--- src/rtl/olte_pkg.sv ---
package olte_pkg;

    localparam int WORD_W   = 32;
    localparam int FUNC_W   = 3;
    localparam int POS_W    = 5;
    localparam int STATUS_W = 2;
    localparam int LOC_W    = 4;
    localparam int CNT_W    = 5;

    localparam logic [FUNC_W-1:0] OP_APPEND = 3'd0;
    localparam logic [FUNC_W-1:0] OP_SEARCH = 3'd1;
    localparam logic [FUNC_W-1:0] OP_INSERT = 3'd2;
    localparam logic [FUNC_W-1:0] OP_DELETE = 3'd3;
    localparam logic [FUNC_W-1:0] OP_READ   = 3'd4;

    localparam logic [STATUS_W-1:0] STATUS_OK       = 2'd0;
    localparam logic [STATUS_W-1:0] STATUS_NOTFOUND = 2'd1;
    localparam logic [STATUS_W-1:0] STATUS_FULL     = 2'd2;
    localparam logic [STATUS_W-1:0] STATUS_BADPOS   = 2'd3;

    typedef struct packed {
        logic load;
        logic take_left;
        logic take_right;
    } cell_ctl_t;

endpackage

--- src/rtl/olte_cell.sv ---
module olte_cell (
    input  logic                            clk,
    input  logic                            capture,
    input  logic                            in_use,
    input  logic [olte_pkg::WORD_W-1:0]     key,
    input  logic [olte_pkg::WORD_W-1:0]     load_word,
    input  olte_pkg::cell_ctl_t             ctl,
    input  logic [olte_pkg::WORD_W-1:0]     left_word,
    input  logic [olte_pkg::WORD_W-1:0]     right_word,
    output logic [olte_pkg::WORD_W-1:0]     word,
    output logic                            match
);

    logic [olte_pkg::WORD_W-1:0] word_reg;
    logic                        match_reg;

    always_ff @(posedge clk)
    begin
        if (capture)
        begin
            match_reg <= in_use && (word_reg == key);
        end
    end

    always_ff @(posedge clk)
    begin
        if (ctl.load)
        begin
            word_reg <= load_word;
        end
        else if (ctl.take_left)
        begin
            word_reg <= left_word;
        end
        else if (ctl.take_right)
        begin
            word_reg <= right_word;
        end
    end

    assign word  = word_reg;
    assign match = match_reg;

endmodule

--- src/rtl/ordered_list_table_engine.sv ---
// Ordered list of up to DEPTH signed words kept in a row of cells, one word per cell.
// A transaction is accepted when start is high and busy is low; busy then stays high
// for one cycle. In the accept cycle each cell compares its word with the key and
// registers the match; in the busy cycle the cells shift or load in parallel and the
// result is registered. The result appears on the outputs with done high for exactly one
// cycle, in the cycle after busy, and the receiver cannot stall it; a new transaction may be
// started in that same cycle. The count and location outputs carry the low bits of the
// internal values when DEPTH exceeds their widths.
module ordered_list_table_engine #(
    parameter int DEPTH = 16
) (
    input  logic                                     clk,
    input  logic                                     rst_n,
    input  logic                                     start,
    output logic                                     busy,
    input  logic        [olte_pkg::FUNC_W-1:0]       func,
    input  logic        [olte_pkg::POS_W-1:0]        position,
    input  logic signed [olte_pkg::WORD_W-1:0]       value,
    output logic                                     done,
    output logic        [olte_pkg::STATUS_W-1:0]     status,
    output logic        [olte_pkg::LOC_W-1:0]        location,
    output logic signed [olte_pkg::WORD_W-1:0]       data,
    output logic        [olte_pkg::CNT_W-1:0]        count
);

    localparam int IDX_W = $clog2(DEPTH);
    localparam int CW    = $clog2(DEPTH + 1);
    localparam int CMP_W = (CW > olte_pkg::POS_W) ? CW : olte_pkg::POS_W;

    localparam logic S_IDLE = 1'b0;
    localparam logic S_EXEC = 1'b1;

    logic                               state_reg;
    logic                               state_next;
    logic [olte_pkg::FUNC_W-1:0]        func_reg;
    logic [olte_pkg::POS_W-1:0]         pos_reg;
    logic [olte_pkg::WORD_W-1:0]        value_reg;
    logic [CW-1:0]                      count_reg;
    logic [CW-1:0]                      count_next;
    logic                               done_reg;
    logic [olte_pkg::STATUS_W-1:0]      status_reg;
    logic [olte_pkg::STATUS_W-1:0]      status_next;
    logic [olte_pkg::LOC_W-1:0]         location_reg;
    logic [olte_pkg::LOC_W-1:0]         location_next;
    logic [olte_pkg::WORD_W-1:0]        data_reg;
    logic [olte_pkg::WORD_W-1:0]        data_next;

    logic                               accept;
    logic [DEPTH-1:0]                   match_vec;
    logic [DEPTH-1:0]                   in_use_vec;
    logic [DEPTH-1:0]                   at_or_after;
    logic [IDX_W-1:0]                   first_idx;
    logic                               found;
    logic                               full;
    logic [CMP_W-1:0]                   pos_ext;
    logic [CMP_W-1:0]                   cnt_ext;
    logic                               ins_ok;
    logic                               app_ok;
    logic                               del_ok;
    logic                               read_ok;
    logic [olte_pkg::WORD_W-1:0]        words [DEPTH];
    olte_pkg::cell_ctl_t                ctl [DEPTH];

    assign accept  = start && (state_reg == S_IDLE);
    assign pos_ext = CMP_W'(pos_reg);
    assign cnt_ext = CMP_W'(count_reg);
    assign full    = (count_reg == CW'(DEPTH));
    assign found   = |match_vec;
    assign app_ok  = (func_reg == olte_pkg::OP_APPEND) && !full;
    assign ins_ok  = (func_reg == olte_pkg::OP_INSERT) && !full && (pos_ext <= cnt_ext);
    assign del_ok  = (func_reg == olte_pkg::OP_DELETE) && found;
    assign read_ok = (pos_ext < cnt_ext);

    always_comb
    begin
        for (int i = 0; i < DEPTH; i++)
        begin
            in_use_vec[i] = (CMP_W'(i) < cnt_ext);
        end
    end

    always_comb
    begin
        logic acc;
        acc       = 1'b0;
        first_idx = '0;
        for (int i = 0; i < DEPTH; i++)
        begin
            if (match_vec[i] && !acc)
            begin
                first_idx = IDX_W'(i);
            end
            acc            = acc | match_vec[i];
            at_or_after[i] = acc;
        end
    end

    always_comb
    begin
        for (int i = 0; i < DEPTH; i++)
        begin
            ctl[i].load = (state_reg == S_EXEC)
                && ((ins_ok && (pos_ext == CMP_W'(i)))
                    || (app_ok && (cnt_ext == CMP_W'(i))));
            ctl[i].take_left = (state_reg == S_EXEC) && (i > 0) && ins_ok
                && (CMP_W'(i) > pos_ext) && (CMP_W'(i) <= cnt_ext);
            ctl[i].take_right = (state_reg == S_EXEC) && (i < DEPTH - 1) && del_ok
                && at_or_after[i];
        end
    end

    genvar g;
    generate
        for (g = 0; g < DEPTH; g++)
        begin : g_cell
            logic [olte_pkg::WORD_W-1:0] left_w;
            logic [olte_pkg::WORD_W-1:0] right_w;

            if (g == 0)
            begin : g_first
                assign left_w = '0;
            end
            else
            begin : g_mid_l
                assign left_w = words[g-1];
            end

            if (g == DEPTH - 1)
            begin : g_last
                assign right_w = '0;
            end
            else
            begin : g_mid_r
                assign right_w = words[g+1];
            end

            olte_cell u_cell (
                .clk        (clk),
                .capture    (accept),
                .in_use     (in_use_vec[g]),
                .key        (value),
                .load_word  (value_reg),
                .ctl        (ctl[g]),
                .left_word  (left_w),
                .right_word (right_w),
                .word       (words[g]),
                .match      (match_vec[g])
            );
        end
    endgenerate

    always_comb
    begin
        status_next   = olte_pkg::STATUS_OK;
        location_next = '0;
        data_next     = '0;
        count_next    = count_reg;
        unique case (func_reg)
            olte_pkg::OP_APPEND:
            begin
                if (full)
                begin
                    status_next = olte_pkg::STATUS_FULL;
                end
                else
                begin
                    count_next = count_reg + CW'(1);
                end
            end
            olte_pkg::OP_SEARCH:
            begin
                if (found)
                begin
                    location_next = olte_pkg::LOC_W'(first_idx);
                end
                else
                begin
                    status_next = olte_pkg::STATUS_NOTFOUND;
                end
            end
            olte_pkg::OP_INSERT:
            begin
                if (full)
                begin
                    status_next = olte_pkg::STATUS_FULL;
                end
                else if (pos_ext > cnt_ext)
                begin
                    status_next = olte_pkg::STATUS_BADPOS;
                end
                else
                begin
                    count_next = count_reg + CW'(1);
                end
            end
            olte_pkg::OP_DELETE:
            begin
                if (found)
                begin
                    location_next = olte_pkg::LOC_W'(first_idx);
                    count_next    = count_reg - CW'(1);
                end
                else
                begin
                    status_next = olte_pkg::STATUS_NOTFOUND;
                end
            end
            olte_pkg::OP_READ:
            begin
                if (read_ok)
                begin
                    data_next = words[IDX_W'(pos_reg)];
                end
                else
                begin
                    status_next = olte_pkg::STATUS_BADPOS;
                end
            end
            default:
            begin
                status_next = olte_pkg::STATUS_BADPOS;
            end
        endcase
    end

    always_comb
    begin
        unique case (state_reg)
            S_IDLE:  state_next = accept ? S_EXEC : S_IDLE;
            S_EXEC:  state_next = S_IDLE;
            default: state_next = S_IDLE;
        endcase
    end

    always_ff @(posedge clk or negedge rst_n)
    begin
        if (!rst_n)
        begin
            state_reg <= S_IDLE;
            done_reg  <= 1'b0;
            count_reg <= '0;
        end
        else
        begin
            state_reg <= state_next;
            done_reg  <= (state_reg == S_EXEC);
            if (state_reg == S_EXEC)
            begin
                count_reg <= count_next;
            end
        end
    end

    always_ff @(posedge clk)
    begin
        if (accept)
        begin
            func_reg  <= func;
            pos_reg   <= position;
            value_reg <= value;
        end
        if (state_reg == S_EXEC)
        begin
            status_reg   <= status_next;
            location_reg <= location_next;
            data_reg     <= data_next;
        end
    end

    assign busy     = (state_reg == S_EXEC);
    assign done     = done_reg;
    assign status   = status_reg;
    assign location = location_reg;
    assign data     = data_reg;
    assign count    = olte_pkg::CNT_W'(count_reg);

    a_exec_then_done : assert property (@(posedge clk) disable iff (!rst_n)
        busy |=> done)
        else $error("busy cycle not followed by a result strobe");

    a_accept_then_busy : assert property (@(posedge clk) disable iff (!rst_n)
        (start && !busy) |=> busy)
        else $error("accepted transaction did not enter the execute cycle");

    a_done_not_busy : assert property (@(posedge clk) disable iff (!rst_n)
        done |-> !busy)
        else $error("result strobe while still busy");

    a_count_bound : assert property (@(posedge clk) disable iff (!rst_n)
        count_reg <= CW'(DEPTH))
        else $error("entry count exceeds depth");

    a_fail_keeps_count : assert property (@(posedge clk) disable iff (!rst_n)
        (done && (status != olte_pkg::STATUS_OK)) |-> (count == $past(count)))
        else $error("failed transaction changed the entry count");

endmodule
--- config.mk ---
export PLATFORM = sky130hd
export DESIGN_NAME = ordered_list_table_engine
export DESIGN_NICKNAME = d
export VERILOG_FILES = /design/src/rtl/olte_pkg.sv /design/src/rtl/olte_cell.sv /design/src/rtl/ordered_list_table_engine.sv
export SDC_FILE = /design/constraint.sdc
export NUM_CORES = 2
export LEC_CHECK = 0
export ABC_AREA = 1
export BUFFER_PORTS_ARGS = -buffer_cell sky130_fd_sc_hd__buf_2
export CORE_UTILIZATION = 45
export DETAILED_ROUTE_END_ITERATION = 16
export SETUP_SLACK_MARGIN = 0.15
export SLEW_MARGIN = 10
export SYNTH_ARGS = -nofsm -noshare
export SYNTH_HDL_FRONTEND = slang
export SYNTH_HIERARCHICAL = 1
export SYNTH_SLANG_ARGS = --single-unit
--- constraint.sdc ---
create_clock -name clk -period 10.2 [get_ports clk]
set_input_delay 1.02 -clock clk [delete_from_list [all_inputs] [get_ports clk]]
set_output_delay 1.02 -clock clk [all_outputs]
set_load 0.02 [all_outputs]
# Yosys cells after proc, flatten, opt, wreduce, memory -nomap -nowiden
# Cells that the tools add are included.
classes:
  n_lt_le_gt_ge: 50
  n_reduce_logical: 188
  bitwise_logic: 16
  addsub: 2
  mux: 77
  eq_ne: 55
ops:
  columns: ["cell", "n"]
  rows:
  - ["32-bit two-way mux", 48]
  - ["32-bit == test", 16]
  - ["1-bit logical AND", 131]
  - ["32-bit binary-select mux with 4-bit select", 1]
  - ["5-bit by 4-bit == test with 1-bit output, second input constant", 16]
  - ["3-bit nonzero test", 15]
  - ["5-bit by 3-bit == test with 1-bit output, second input constant", 8]
  - ["4-bit by 5-bit greater-than comparator with 1-bit output, first input constant", 8]
  - ["4-bit by 5-bit <= comparator with 1-bit output, first input constant", 8]
  - ["4-bit by 5-bit less-than comparator with 1-bit output, first input constant", 8]
  - ["4-bit two-way mux", 8]
  - ["5-bit by 2-bit == test with 1-bit output, second input constant", 4]
  - ["3-bit by 5-bit greater-than comparator with 1-bit output, first input constant", 4]
  - ["3-bit by 5-bit <= comparator with 1-bit output, first input constant", 4]
  - ["3-bit by 5-bit less-than comparator with 1-bit output, first input constant", 4]
  - ["5-bit two-way mux", 4]
  - ["1-bit logical NOT", 16]
  - ["1-bit logical OR", 16]
  - ["16-bit OR reduction", 1]
  - ["5-bit case mux with 3 select lines", 1]
  - ["1-bit OR", 14]
  - ["2-bit two-way mux", 6]
  - ["3-bit two-way mux", 4]
  - ["5-bit by 1-bit == test with 1-bit output, second input constant", 2]
  - ["other kinds (28)", 41]
totals:
  inputBits: 43
  word_cells: 429
  output_inout_bits: 45
  ff_bits: 613

# Longest topological paths before layout
depth:
  depth_word: 18
  mapped_depth: 19
  ltp_nobuf: 14

# Cells and area by module
# The synthesis kept the hierarchy.
modules_own_cells:
  columns: ["module", "area_each_um2", "seq_area_each_um2", "instances", "cells_per_inst"]
  rows:
  - ["olte_cell", 2248.4, 991.0, 16, 321]
  - ["ordered_list_table_engine", 8956.1, 2517.4, 1, 1496]

# Least setup slack after synthesis
# Ideal clock, no wire load.
synth_path:
  kind: "reg2reg"
  from: "register state_reg (netlist: busy)"
  to: "register func_reg[0] in the netlist's numbering (enable)"
  path_slack_ps: 6150
  path_stages_with_launch: 2
  n_path_buf: 0
  t_arrival_ps: 3578
  required_ps: 9727
  cell_sequence: "dfrtp_1 nor2_1"
synth_via:
  elab_chain_len: 2
synth_lines:
  columns: ["element", "line_no", "source"]
  rows:
  - ["start: declaration", "ordered_list_table_engine.sv:33", "logic state_reg;"]
  - ["start signal: assignment", "ordered_list_table_engine.sv:245", "state_reg <= state_next;"]
  - ["1-bit NOT", "ordered_list_table_engine.sv:64", "assign accept = start && (state_reg == S_IDLE);"]
  - ["1-bit logical AND", "ordered_list_table_engine.sv:64", null]
  - ["net accept", "ordered_list_table_engine.sv:48", "logic accept;"]
  - ["end signal: assignment", "ordered_list_table_engine.sv:258", "func_reg <= func;"]
  - ["end: declaration", "ordered_list_table_engine.sv:35", "logic [olte_pkg::FUNC_W-1:0] func_reg;"]
# The timed path passes the listed nets, and every way through them passes these cells.
# A chain may end at the register's enable or synchronous reset.

==> results.json <==
{
  "status": "finished, final reports clean",
  "power.leakage_nw": 22.24,
  "grt_overflow": 0,
  "syn-cell-area_um2": 44930,
  "grt_max_degree": 151,
  "synthAdderAreaFrac": 0.002785,
  "timing.fmax_mhz": 224.0,
  "drc": 0,
  "max_stage_delay_ns": 0.62,
  "hold_path.class": "primary input to asynchronous set/reset pin",
  "die_h_um": 318.0,
  "grtUsageMet2": 0.5637,
  "worst_slew_pin_slew_ns": 1.305,
  "clkTransAtPathRegs_ns": 0.06,
  "synth_cells": 6632,
  "clock-skew-final_ns": 0.03268,
  "slew_headroom": 0.1300,
  "vdd_drop_max_uv": 109.4,
  "antenna_left": 0,
  "r2r_cells": 15,
  "num_io_pins": 88,
  "track_usage": 0.3563,
  "cts_tree": "yes",
  "vias": 45820,
  "tns_ns": 0,
  "crit_arrival_ns": 4.77,
  "gp_congestion": 0.9631,
  "cp-start-kind": "register",
  "yosysTopAreaCellShare": 0.4050,
  "antenna_found_initial": 8,
  "dieArea_um2": 101100,
  "synth-async-reset-ratio": 0.01142,
  "rr_startpoint": "pos_ext[3]",
  "crit_fanout": 45,
  "start_util": 0.4552,
  "drive_above_1_share": 0.06058,
  "finalWirelength_um": 184100,
  "vias_per_cell": 5.747,
  "yosys_warnings": 6,
  "largest_reg_flops": 512,
  "power_density_nw_per_um2": 141.1,
  "min_period_ns": 4.465,
  "synth_xor_xnor_area_share": 0.02300,
  "setup_ws_ns": 5.735,
  "hold_slack_ns": 0.1764,
  "htree_levels": 3,
  "first_iter_violations": 5854,
  "synth_top_family_by_area": "simple AND/OR/NAND/NOR gates",
  "grtUsageMet3": 0.06139,
  "numCtsBuffers": 80,
  "finalHoldViolCount": 0,
  "grt_pass1_vias": 42410,
  "clk_latency_ns": 0.67,
  "final_max_slew_viol_count": 0,
  "synth-edff-count": 606,
  "synth_top_cells_by_area": "edfxtp_1, nand2_1, a21oi_1, nor2_1, inv_1",
  "cp_slowest_cell": "buf_4",
  "hold_buffers": 0,
  "cts_setup_buffers": 0,
  "setup_viol": 0,
  "finalPower_w": 0.006859,
  "synth_seq_cells": 613,
  "rrSetupSlack_ns": 5.73,
  "cap_violations": 0,
  "cp.required_ns": 10.51,
  "timing.final.crit_share": 0.4378,
  "critPathCaptureType": "register",
  "cts_root_buffer": "clkbuf_16",
  "dpl_worst_slack_ns": 5.852,
  "critPathKind": "register to register",
  "grt_setup_unrepaired": "no",
  "routedWlPerCell_um": 23.09,
  "cts_buffer_depth": 3,
  "ys_types": 38,
  "synthSimpleGateAreaFrac": 0.2818,
  "top_usage_layer": "met2",
  "synth_mux_area_frac": 0,
  "cts_resized": 0,
  "syn_to_final_growth_pct": 8.201,
  "dr.pass1.iters": 6,
  "synth_area_leader_cell": "edfxtp_1",
  "reg2reg_to": "g_cell[8].u_cell/word[16]",
  "port_buffers": 87,
  "coreArea_um2": 98710,
  "crit_top_cell": "nand2_1",
  "numClockSinks": 613,
  "grt_pass1_wl_um": 274000,
  "ys.flop_type": "edfxtp_1",
  "synth_compound_area_frac": 0.1797,
  "worstPathCellList": "buf_4 -> ha_1 -> nand2_1 -> inv_1 -> o21ai_1 -> nand3_1 -> nand2_1 -> nand2_1 -> inv_2 -> nand2_1 -> o21ai_2 -> buf_4 -> inv_2 -> nand2_1 -> buf_4",
  "die_width_um": 318.0,
  "syn_avg_cell_area_um2": 6.775,
  "synth.yosys.seq_area_share": 0.4089,
  "grtUsageMet1": 0.4839,
  "num_rows": 115,
  "dpl.hpwl_um": 131300,
  "nets": 6675
}
==> placed cells by master, fill, tap and decap left out, drive strengths merged, types with 2 or more instances in the layout <==
cell	netlist	routed
bufinv	0	2
clkinvlp	0	3
a21oi	1168	1168
xnor2	65	65
a31oi	2	2
inv	749	753
or2	32	32
edfxtp	606	606
o21ai	337	337
clkbuf	38	95
nor3	25	25
conb	1	66
ha	10	10
nand4	17	17
nor2	1148	1148
xor2	53	53
o211ai	50	50
clkinv	1	42
nand2	1906	1906
nor4	2	2
buf	294	175
o21a	16	16
nand3	100	100
dfrtp	7	7
==> worst max path at each step <==
| stage | from | end | slack (ns) | cells after the start |
|---|---|---|---|---|
| 2_1_floorplan | busy | func_reg[0] | 6.15 | 1 |
| 3_3_place_gp | pos_ext[3] | g_cell[8].u_cell/word[11] | 5.84 | 15 |
| 3_5_place_dp | pos_ext[3] | g_cell[8].u_cell/word[11] | 5.85 | 15 |
| 4_1_cts | pos_ext[3] | g_cell[8].u_cell/word[16] | 5.81 | 15 |
| 5_1_grt | count[4] | g_cell[8].u_cell/word[16] | 5.40 | 15 |
| 6_report | pos_ext[3] | g_cell[8].u_cell/word[16] | 5.73 | 15 |
==> synth_stat cells, types with 4 or more instances <==
cell type / instances
inv_2: 53
edfxtp_1: 606
nor3_1: 8
o211ai_1: 50
nand4_1: 17
nor2_1: 1141
o21ai_1: 130
inv_1: 696
dfrtp_1: 7
nor2_4: 5
buf_1: 4
clkbuf_1: 38
nor3_4: 17
buf_4: 57
a21oi_1: 1168
nand2_1: 1904
ha_1: 10
buf_6: 12
xor2_1: 53
nand3_1: 98
o21ai_0: 207
xnor2_1: 65
buf_2: 220
or2_0: 32
o21a_1: 16
==> stage by stage <==
step	cell area, µm²	utilization	std cells
final	48620	0.4925	7973
after global routing	48610	0.4925	7972
after CTS	48610	0.4925	7972
after detailed placement	46170	0.4678	7827
after global placement	46170	0.4678	7827
after floorplan	45170	-	6697
==> critical path: cells and delay by family (launching register included) <==
family / cells / cell delay, ns
flops: 1 / 0.32
fa+ha+maj: 1 / 0.37
simple gates: 6 / 1.09
compound gates: 2 / 0.33
buf+inv: 6 / 1.93
==> report_power, final <==
part | total (W) | internal (W) | switching (W)
Sequential | 0.00305 | 0.00287 | 0.000177
Combinational | 0.00107 | 0.000307 | 0.000761
Clock | 0.00275 | 0.00152 | 0.00123
Total | 0.00686 | 0.00469 | 0.00217
==> cells by family after synthesis <==
| group | Yosys count |
|---|---|
| AND/OR/NAND/NOR | 3231 |
| other | 1 |
| adder cells (fa/ha/maj) | 10 |
| buffers and inverters | 1082 |
| XOR/XNOR | 118 |
| AO/OA/AOI/OAI | 1577 |
| flip-flops | 613 |
==> per-layer routing <==
layer  up-vias  wire, µm  share of wire
met5         -        46        0.00025
met2      2593     83330           0.45
met1     21440     75270           0.41
met4         8      7475          0.041
met3       471     17930          0.097
li1      21310         -              -
==> area by class of cell <==
class | instances | area (µm²)
Antenna cell | 1 | 2.502
Clock buffer | 95 | 2088
Clock inverter | 50 | 352.8
Fill cell | 10060 | 50090
Inverter | 750 | 2824
Multi-Input combinational cell | 5002 | 22260
Sequential cell | 613 | 18370
Tap cell | 1287 | 1610
Timing Repair Buffer | 175 | 1109
Power figures use the tool's default switching activity.
